===== config.mk =====
export PLATFORM = sky130hd
export DESIGN_NAME = audio_frame_rms_meter
export DESIGN_NICKNAME = d
export VERILOG_FILES = /design/src/rtl/afrm_pkg.sv /design/src/rtl/afrm_norm.sv /design/src/rtl/afrm_divsqrt.sv /design/src/rtl/audio_frame_rms_meter.sv
export SDC_FILE = /design/constraint.sdc
export NUM_CORES = 2
export LEC_CHECK = 0
export BUFFER_PORTS_ARGS = -buffer_cell sky130_fd_sc_hd__clkbuf_2
export CAP_MARGIN = 20
export CORE_ASPECT_RATIO = 0.9
export CORE_MARGIN = 2
export CORE_UTILIZATION = 56
export CTS_BUF_LIST = sky130_fd_sc_hd__clkbuf_8
export DETAILED_ROUTE_END_ITERATION = 10
export GPL_ROUTABILITY_DRIVEN = 0
export PLACE_DENSITY = 0.74
export SYNTH_ARGS = -nofsm -noshare
export SYNTH_HDL_FRONTEND = slang
export SYNTH_SLANG_ARGS = --single-unit

===== constraint.sdc =====
create_clock -name clk -period 9.14 [get_ports clk]
set_clock_uncertainty 0.2 [all_clocks]
set_input_delay 0.914 -clock clk [delete_from_list [all_inputs] [get_ports clk]]
set_output_delay 0.914 -clock clk [all_outputs]
set_load 0.02 [all_outputs]

===== src/rtl/afrm_pkg.sv =====
// shared types and constants of the frame rms meter
package afrm_pkg;

    localparam int MAX_FRAME_SAMPLES = 65536;

    localparam int MAG_W  = 32;
    localparam int SQ_W   = 33;
    localparam int SUM_W  = 48;
    localparam int CNT_W  = $clog2(MAX_FRAME_SAMPLES + 1);
    localparam int ROOT_W = SUM_W / 2;
    localparam int LVL_W  = 16;
    // shared subtractor covers the divide remainder and the root remainder
    localparam int SUB_W  = (CNT_W + 1 > ROOT_W + 3) ? CNT_W + 1 : ROOT_W + 3;
    localparam int STEP_W = $clog2(SUM_W);

    localparam logic [CNT_W-1:0] MAX_CNT = CNT_W'(MAX_FRAME_SAMPLES);
    localparam logic [SUM_W-1:0] SUM_MAX = {SUM_W{1'b1}};

    typedef enum logic [1:0] {
        FMT_FLOAT = 2'd0,
        FMT_INT16 = 2'd1,
        FMT_INT32 = 2'd2,
        FMT_NONE  = 2'd3
    } fmt_t;

endpackage


===== src/rtl/afrm_norm.sv =====
// sample normalization to a q1.31 magnitude and its registered square
module afrm_norm (
    input  logic                     clk,
    input  logic                     load,
    input  afrm_pkg::fmt_t           format,
    input  logic [31:0]              raw,
    output logic [afrm_pkg::SQ_W-1:0] sq,
    output logic                     clip
);
    import afrm_pkg::*;

    localparam logic [MAG_W-1:0] FULL_SCALE     = 32'h8000_0000;
    localparam logic [MAG_W-1:0] FULL_SCALE_M1  = 32'h7FFF_FFFF;

    logic             neg;
    logic [7:0]       expo;
    logic [22:0]      mant;
    logic [MAG_W-1:0] sig_ext;
    logic [7:0]       up_amt;
    logic [7:0]       dn_amt;
    logic [15:0]      abs16;
    logic [MAG_W-1:0] abs32;
    logic [MAG_W-1:0] mag_next;
    logic             clip_next;

    logic [MAG_W-1:0]   mag_reg;
    logic               clip_reg;
    logic [2*MAG_W-1:0] prod;
    logic [SQ_W-1:0]    sq_reg;

    always_comb
    begin
        neg     = raw[31];
        expo    = raw[30:23];
        mant    = raw[22:0];
        sig_ext = {8'b0, 1'b1, mant};
        up_amt  = expo - 8'd119;
        dn_amt  = 8'd119 - expo;
        abs16   = raw[15] ? (~raw[15:0] + 16'd1) : raw[15:0];
        abs32   = raw[31] ? (~raw + 32'd1) : raw;

        mag_next  = '0;
        clip_next = 1'b0;
        case (format)
            FMT_FLOAT:
            begin
                if (expo == 8'hFF)
                begin
                    clip_next = 1'b1;
                    if (mant != 23'd0)
                        mag_next = '0;
                    else
                        mag_next = neg ? FULL_SCALE : FULL_SCALE_M1;
                end
                else if (expo >= 8'd127)
                begin
                    // exactly -1.0 is representable
                    if (neg && expo == 8'd127 && mant == 23'd0)
                        mag_next = FULL_SCALE;
                    else
                    begin
                        clip_next = 1'b1;
                        mag_next  = neg ? FULL_SCALE : FULL_SCALE_M1;
                    end
                end
                else if (expo == 8'd0)
                    mag_next = '0;
                else if (expo >= 8'd119)
                    mag_next = sig_ext << up_amt[2:0];
                else if (dn_amt >= 8'd25)
                    mag_next = '0;
                else
                    mag_next = sig_ext >> dn_amt[4:0];
            end
            FMT_INT16: mag_next = {abs16, 16'b0};
            FMT_INT32: mag_next = abs32;
            FMT_NONE:  mag_next = '0;
            default:   mag_next = '0;
        endcase
    end

    assign prod = mag_reg * mag_reg;

    always_ff @(posedge clk)
    begin
        if (load)
        begin
            mag_reg  <= mag_next;
            clip_reg <= clip_next;
        end
        // square reduced to q1.32, max is 2^32
        sq_reg <= prod[SQ_W+29:30];
    end

    assign sq   = sq_reg;
    assign clip = clip_reg;

endmodule


===== src/rtl/afrm_divsqrt.sv =====
// shared subtract unit stepping a restoring divide and then an integer root
module afrm_divsqrt (
    input  logic                        clk,
    input  logic                        rst_n,
    input  logic                        start,
    input  logic [afrm_pkg::SUM_W-1:0]  dividend,
    input  logic [afrm_pkg::CNT_W-1:0]  divisor,
    output logic                        done,
    output logic [afrm_pkg::ROOT_W-1:0] root
);
    import afrm_pkg::*;

    localparam int REM_W = SUB_W - 2;

    typedef enum logic [2:0] {
        DS_IDLE = 3'b001,
        DS_DIV  = 3'b010,
        DS_SQRT = 3'b100
    } ds_state_t;

    ds_state_t          state_reg, state_next;
    logic [STEP_W-1:0]  step_reg, step_next;
    logic               done_reg, done_next;

    logic [SUM_W-1:0]   work_reg, work_next;
    logic [REM_W-1:0]   rem_reg, rem_next;
    logic [ROOT_W-1:0]  root_reg, root_next;
    logic [CNT_W-1:0]   divisor_reg;

    logic [SUB_W-1:0]   sub_a;
    logic [SUB_W-1:0]   sub_b;
    logic [SUB_W:0]     diff;
    logic               ge;
    logic [SUB_W-1:0]   sel;

    // the one shared subtract and compare
    always_comb
    begin
        sub_a = '0;
        sub_b = '0;
        case (state_reg)
            DS_DIV:
            begin
                sub_a = SUB_W'({rem_reg[CNT_W-1:0], work_reg[SUM_W-1]});
                sub_b = SUB_W'(divisor_reg);
            end
            DS_SQRT:
            begin
                sub_a = {rem_reg, work_reg[SUM_W-1:SUM_W-2]};
                sub_b = SUB_W'({root_reg, 2'b01});
            end
            default:
            begin
                sub_a = '0;
                sub_b = '0;
            end
        endcase
        diff = {1'b0, sub_a} - {1'b0, sub_b};
        ge   = ~diff[SUB_W];
        sel  = ge ? diff[SUB_W-1:0] : sub_a;
    end

    always_comb
    begin
        state_next = state_reg;
        step_next  = step_reg;
        done_next  = 1'b0;
        work_next  = work_reg;
        rem_next   = rem_reg;
        root_next  = root_reg;
        case (state_reg)
            DS_IDLE:
            begin
                if (start)
                begin
                    state_next = DS_DIV;
                    step_next  = '0;
                    work_next  = dividend;
                    rem_next   = '0;
                end
            end
            DS_DIV:
            begin
                // quotient bits shift in where dividend bits shift out
                work_next = {work_reg[SUM_W-2:0], ge};
                rem_next  = sel[REM_W-1:0];
                step_next = step_reg + STEP_W'(1);
                if (step_reg == STEP_W'(SUM_W - 1))
                begin
                    state_next = DS_SQRT;
                    step_next  = '0;
                    rem_next   = '0;
                    root_next  = '0;
                end
            end
            DS_SQRT:
            begin
                work_next = {work_reg[SUM_W-3:0], 2'b00};
                rem_next  = sel[REM_W-1:0];
                root_next = {root_reg[ROOT_W-2:0], ge};
                step_next = step_reg + STEP_W'(1);
                if (step_reg == STEP_W'(ROOT_W - 1))
                begin
                    state_next = DS_IDLE;
                    done_next  = 1'b1;
                end
            end
            default:
            begin
                state_next = DS_IDLE;
            end
        endcase
    end

    always_ff @(posedge clk or negedge rst_n)
    begin
        if (!rst_n)
        begin
            state_reg <= DS_IDLE;
            step_reg  <= '0;
            done_reg  <= 1'b0;
        end
        else
        begin
            state_reg <= state_next;
            step_reg  <= step_next;
            done_reg  <= done_next;
        end
    end

    always_ff @(posedge clk)
    begin
        work_reg <= work_next;
        rem_reg  <= rem_next;
        root_reg <= root_next;
        if (start && state_reg == DS_IDLE)
            divisor_reg <= divisor;
    end

    assign done = done_reg;
    assign root = root_reg;

endmodule


===== src/rtl/audio_frame_rms_meter.sv =====
// frame rms level meter top level: sequencer, accumulator and result register
//
// sample items enter on in_valid/in_stall with sample_value and last_of_frame.
// sample_format (cfg_write/cfg_data) picks float32, int16, int32 or unsupported;
// write it only while no frame result is being worked on.
// each sample passes decode, square on the 32x32 multiplier, then the
// saturating add into the 48-bit sum; no new sample is taken before that add.
// on the item marked last_of_frame the frame is closed in a final state, then
// the shared subtract unit runs 48 steps of restoring divide (sum / count)
// and 24 steps of integer root before the result is loaded. the unsupported
// format skips the divide and root.
// the result (rms_level, clipped) sits in an output register under out_valid;
// sample items of the next frame are taken while it waits, and only the next
// frame's close waits for out_stall to drop.
// reset clears the sum, count, clip flag and format (float32) and empties
// the output register.
module audio_frame_rms_meter (
    input  logic        clk,
    input  logic        rst_n,
    input  logic        cfg_write,
    input  logic [1:0]  cfg_data,
    input  logic        in_valid,
    output logic        in_stall,
    input  logic [31:0] sample_value,
    input  logic        last_of_frame,
    output logic        out_valid,
    input  logic        out_stall,
    output logic [15:0] rms_level,
    output logic        clipped
);
    import afrm_pkg::*;

    typedef enum logic [5:0] {
        ST_IDLE = 6'b000001,
        ST_SQ   = 6'b000010,
        ST_ACC  = 6'b000100,
        ST_FIN  = 6'b001000,
        ST_ROOT = 6'b010000,
        ST_OUT  = 6'b100000
    } state_t;

    state_t            state_reg, state_next;
    fmt_t              format_reg;
    logic [SUM_W-1:0]  sum_reg, sum_next;
    logic [CNT_W-1:0]  count_reg, count_next;
    logic              clip_reg, clip_next;
    logic              last_reg;
    logic              skip_reg;
    logic [LVL_W-1:0]  level_reg, level_next;
    logic              res_clip_reg, res_clip_next;

    logic              out_valid_reg, out_valid_next;
    logic [LVL_W-1:0]  rms_level_reg;
    logic              clipped_reg;

    logic              accept;
    logic              out_load;
    logic [SQ_W-1:0]   sq;
    logic              sq_clip;
    logic [SUM_W:0]    sum_ext;
    logic              root_start;
    logic              root_done;
    logic [ROOT_W-1:0] root;

    assign accept   = in_valid && (state_reg == ST_IDLE);
    assign out_load = (state_reg == ST_OUT) && (!out_valid_reg || !out_stall);

    afrm_norm u_norm (
        .clk    (clk),
        .load   (accept),
        .format (format_reg),
        .raw    (sample_value),
        .sq     (sq),
        .clip   (sq_clip)
    );

    assign root_start = (state_reg == ST_FIN) && (format_reg != FMT_NONE)
                        && (count_reg != '0);

    afrm_divsqrt u_divsqrt (
        .clk      (clk),
        .rst_n    (rst_n),
        .start    (root_start),
        .dividend (sum_reg),
        .divisor  (count_reg),
        .done     (root_done),
        .root     (root)
    );

    assign sum_ext = {1'b0, sum_reg} + (SUM_W + 1)'(sq);

    always_comb
    begin
        state_next    = state_reg;
        sum_next      = sum_reg;
        count_next    = count_reg;
        clip_next     = clip_reg;
        level_next    = level_reg;
        res_clip_next = res_clip_reg;
        case (state_reg)
            ST_IDLE:
            begin
                if (accept)
                    state_next = ST_SQ;
            end
            ST_SQ:
            begin
                state_next = ST_ACC;
            end
            ST_ACC:
            begin
                if (skip_reg)
                    clip_next = 1'b1;
                else
                begin
                    sum_next   = sum_ext[SUM_W] ? SUM_MAX : sum_ext[SUM_W-1:0];
                    count_next = count_reg + CNT_W'(1);
                    clip_next  = clip_reg | sq_clip;
                end
                state_next = last_reg ? ST_FIN : ST_IDLE;
            end
            ST_FIN:
            begin
                // divider, when started, takes the sum and count as this state ends; start a new frame
                res_clip_next = clip_reg;
                sum_next      = '0;
                count_next    = '0;
                clip_next     = 1'b0;
                if (root_start)
                    state_next = ST_ROOT;
                else
                begin
                    level_next = '0;
                    state_next = ST_OUT;
                end
            end
            ST_ROOT:
            begin
                if (root_done)
                begin
                    level_next = (|root[ROOT_W-1:LVL_W]) ? {LVL_W{1'b1}}
                                                         : root[LVL_W-1:0];
                    state_next = ST_OUT;
                end
            end
            ST_OUT:
            begin
                if (out_load)
                    state_next = ST_IDLE;
            end
            default:
            begin
                state_next = ST_IDLE;
            end
        endcase
    end

    always_comb
    begin
        out_valid_next = out_valid_reg;
        if (out_load)
            out_valid_next = 1'b1;
        else if (out_valid_reg && !out_stall)
            out_valid_next = 1'b0;
    end

    always_ff @(posedge clk or negedge rst_n)
    begin
        if (!rst_n)
        begin
            state_reg     <= ST_IDLE;
            format_reg    <= FMT_FLOAT;
            sum_reg       <= '0;
            count_reg     <= '0;
            clip_reg      <= 1'b0;
            out_valid_reg <= 1'b0;
        end
        else
        begin
            state_reg     <= state_next;
            sum_reg       <= sum_next;
            count_reg     <= count_next;
            clip_reg      <= clip_next;
            out_valid_reg <= out_valid_next;
            if (cfg_write)
                format_reg <= fmt_t'(cfg_data);
        end
    end

    always_ff @(posedge clk)
    begin
        if (accept)
        begin
            last_reg <= last_of_frame;
            // frame already full: sample is dropped and flagged
            skip_reg <= (count_reg == MAX_CNT);
        end
        level_reg    <= level_next;
        res_clip_reg <= res_clip_next;
        if (out_load)
        begin
            rms_level_reg <= level_reg;
            clipped_reg   <= res_clip_reg;
        end
    end

    assign in_stall  = (state_reg != ST_IDLE);
    assign out_valid = out_valid_reg;
    assign rms_level = rms_level_reg;
    assign clipped   = clipped_reg;

    a_count_bound: assert property (@(posedge clk) disable iff (!rst_n)
        count_reg <= MAX_CNT)
        else $error("sample count beyond frame bound");

    a_done_in_root: assert property (@(posedge clk) disable iff (!rst_n)
        root_done |-> state_reg == ST_ROOT)
        else $error("root unit finished outside of root wait");

    a_out_from_seq: assert property (@(posedge clk) disable iff (!rst_n)
        $rose(out_valid_reg) |-> $past(state_reg == ST_OUT))
        else $error("result shown without a closed frame");

    a_frame_clear: assert property (@(posedge clk) disable iff (!rst_n)
        state_reg == ST_FIN |=> sum_reg == '0 && count_reg == '0 && !clip_reg)
        else $error("frame state not cleared after close");

endmodule


==> results.ini <==
[run_status]
outcome=completed

[place]
pre_cts_slack_ns=0.501
io_buffers=58
dpl.hpwl_um=92800
post_dp_cell_area_mm2=0.0486

[cts]
clkTransAtPathRegs_ns=0.06
cts_buffer_depth=3
cts_buffers=52
cts_setup_buffers=0
cts_resized=0
hold_buffers=1
clockRootBuffer=clkbuf_8
clock_latency_ns=0.64
cts_tree=done
clock-sinks=301
htree_levels=2

[logic_synthesis]
synth_compound_gate_area_share_pct=10.8
synth_edf_count=183
ys_types=94
ys_seq_area_share_pct=17.5
ys_ff_latch=301
synthMuxAreaShare_pct=1.71
synth.yosys.warnings=0
synth_top_family_by_area=adder cells
syn_inst=5078
synthesis.area_mm2=0.0473
yosys.area_share.adder_pct=43.1
synthSimpleGateAreaFrac_pct=13.5
synth-xor-area-share_pct=3.26
synth-async-reset-ratio_pct=28.2
syn_avg_cell_area_um2=9.32
synth_nets=6272
synthFlopType=edfxtp_1

[final_layout]
multi_input_area_mm2=0.0343
nets=6211
layout_common_cells=inv_1, fa_1, nand2_1
drive_above_1_share_pct=5.36
nFillCells=7111
fin_area_mm2=0.0498
syn2layout_area_growth_pct=5.29
register_area_mm2=0.00829
fin_util_pct=59.3
final_common_cell=inv_1

[timing]
final.period_utilization_pct=96.0
finalSetupViolCount=0
rsz0062_at_grt=false
final_hold_viol_count=0
slew_violations=0
fmax_ghz=0.114
fin_ws_ns=0.363
slew_headroom_pct=21.7
fin_tns_setup_ns=0
min_period_ns=8.78
tightestPinTransition_ns=1.17

[worst_setup_path]
rr_worst_depth=25
r2r_slack_ns=0.36
crit_type=flop to flop
startpoint=u_norm.mag_reg[12]
end_kind=flop
start_kind=flop
cp_max_fo=26
worstPathRequired_ns=9.50
r2r-start=u_norm.mag_reg[12]
endpoint=u_norm.sq[31]
arrival_ns=9.13
rr_endpoint=u_norm.sq[31]

[global_routing]
grt_max_degree=78
grt-ovfl-total=0
grt_pass1_vias=36438
grt_first_pass_wirelength_um=190000
grtUsageTotal_pct=27.7
antenna_found_initial=2

[min_path]
hp-class=flop to flop

[floorplan]
fp.dieH_um=280
design.die.area_mm2=0.0868
die_w_um=310
initial_core_util_pct=56.3
core_mm2=0.0840
io_pins=59
std_cell_rows=101

[drt]
drt_iter0_drc=2752
antenna_left=0
post-route-drc-count=0
viasPerCell=5.63
wl_per_cell_um=18.8
via_count=34874
dr.pass1.iters=6
wirelength_um=116000

[flow_run]
drv_cap=0

==> how the worst min path moves through the flow <==
stage	slack [ns]	end	start	depth (start not counted)
5_1_grt	0.22	rms_level[10]	level_reg[10]	0
6_report	0.22	rms_level[2]	level_reg[2]	0
3_5_place_dp	0.20	rms_level[2]	level_reg[2]	0
2_1_floorplan	0.20	clipped	res_clip_reg	0
4_1_cts	0.22	rms_level[2]	level_reg[2]	0
3_3_place_gp	0.20	rms_level[6]	level_reg[6]	0
==> metrics by stage <==
stage | hold slack [ns] | std cells
after global routing | 0.225 | 6194
final | 0.218 | 6194
after detailed placement | 0.205 | 6093
after CTS | 0.219 | 6191
after floorplan | 0.200 | 5078
after global placement | 0.200 | 6093
==> layout make-up <==
type                            instances  share of cell area [%]
Antenna cell                            1                 0.00502
Clock buffer                           57                    1.57
Clock inverter                         40                   0.731
Inverter                             1027                    7.74
Multi-Input combinational cell       3510                    68.8
Sequential cell                       301                    16.6
Tap cell                             1133                    2.85
Timing Repair Buffer                  125                    1.67
==> critical path, stage by stage, from the launching register on <==
cell	delay [ns]
edfxtp_1	1.13
nand2_1	0.20
fa_1	0.56
inv_1	0.08
fa_1	0.48
inv_1	0.05
fa_1	0.46
fa_1	0.56
inv_1	0.07
fa_1	0.45
fa_1	0.48
fa_1	0.58
inv_1	0.07
fa_1	0.48
inv_1	0.04
ha_1	0.38
nand4_2	0.17
nor4_2	0.48
nand4_1	0.16
o22ai_2	0.24
nor3_1	0.08
buf_4	0.16
o31a_1	0.38
o21a_1	0.24
o32a_1	0.34
a31oi_1	0.18
==> logic make-up (layout without fill, tap and decap cells) <==
family | after synthesis | after routing
AOI/OAI and AO/OA | 772 | 772
xor gates and xnor gates | 176 | 176
adders and majority gates | 1154 | 1154
buffers and inverters | 1267 | 1249
DFF | 301 | 301
muxes | 72 | 72
other | 0 | 1
and+or+nand+nor | 1336 | 1336
==> layer usage <==
metal	part of all wire (%)	global-route usage [%]
met3	9.5	7.13
met2	45	43.0
met1	43	38.5
met5	0	0
met4	2.7	7.63
==> cell usage after synthesis (all sizes together) (17+ instances only) <==
cell type	instances	area, um^2
a211oi	30	235
a21o	62	465
a21oi	220	1100
a221oi	24	210
a22o	21	184
a22oi	51	383
a31oi	37	238
and2	257	1610
and3	67	419
buf	37	176
clkbuf	203	762
dfrtp	83	2080
dfxtp	33	661
edfxtp	183	5500
fa	795	15900
ha	359	4490
inv	1024	3840
mux2i	56	561
nand2	535	2010
nand2b	26	163
nand3	68	340
nand4	25	169
nor2	238	901
nor2b	23	144
nor3	32	165
o21a	22	165
o21ai	153	773
o22ai	17	113
or3	17	106
xnor2	89	780
xor2	87	762
Power is left out: the tool's default activity adds up to more than one toggle a clock period on the data nets, which glitch-free logic cannot reach.
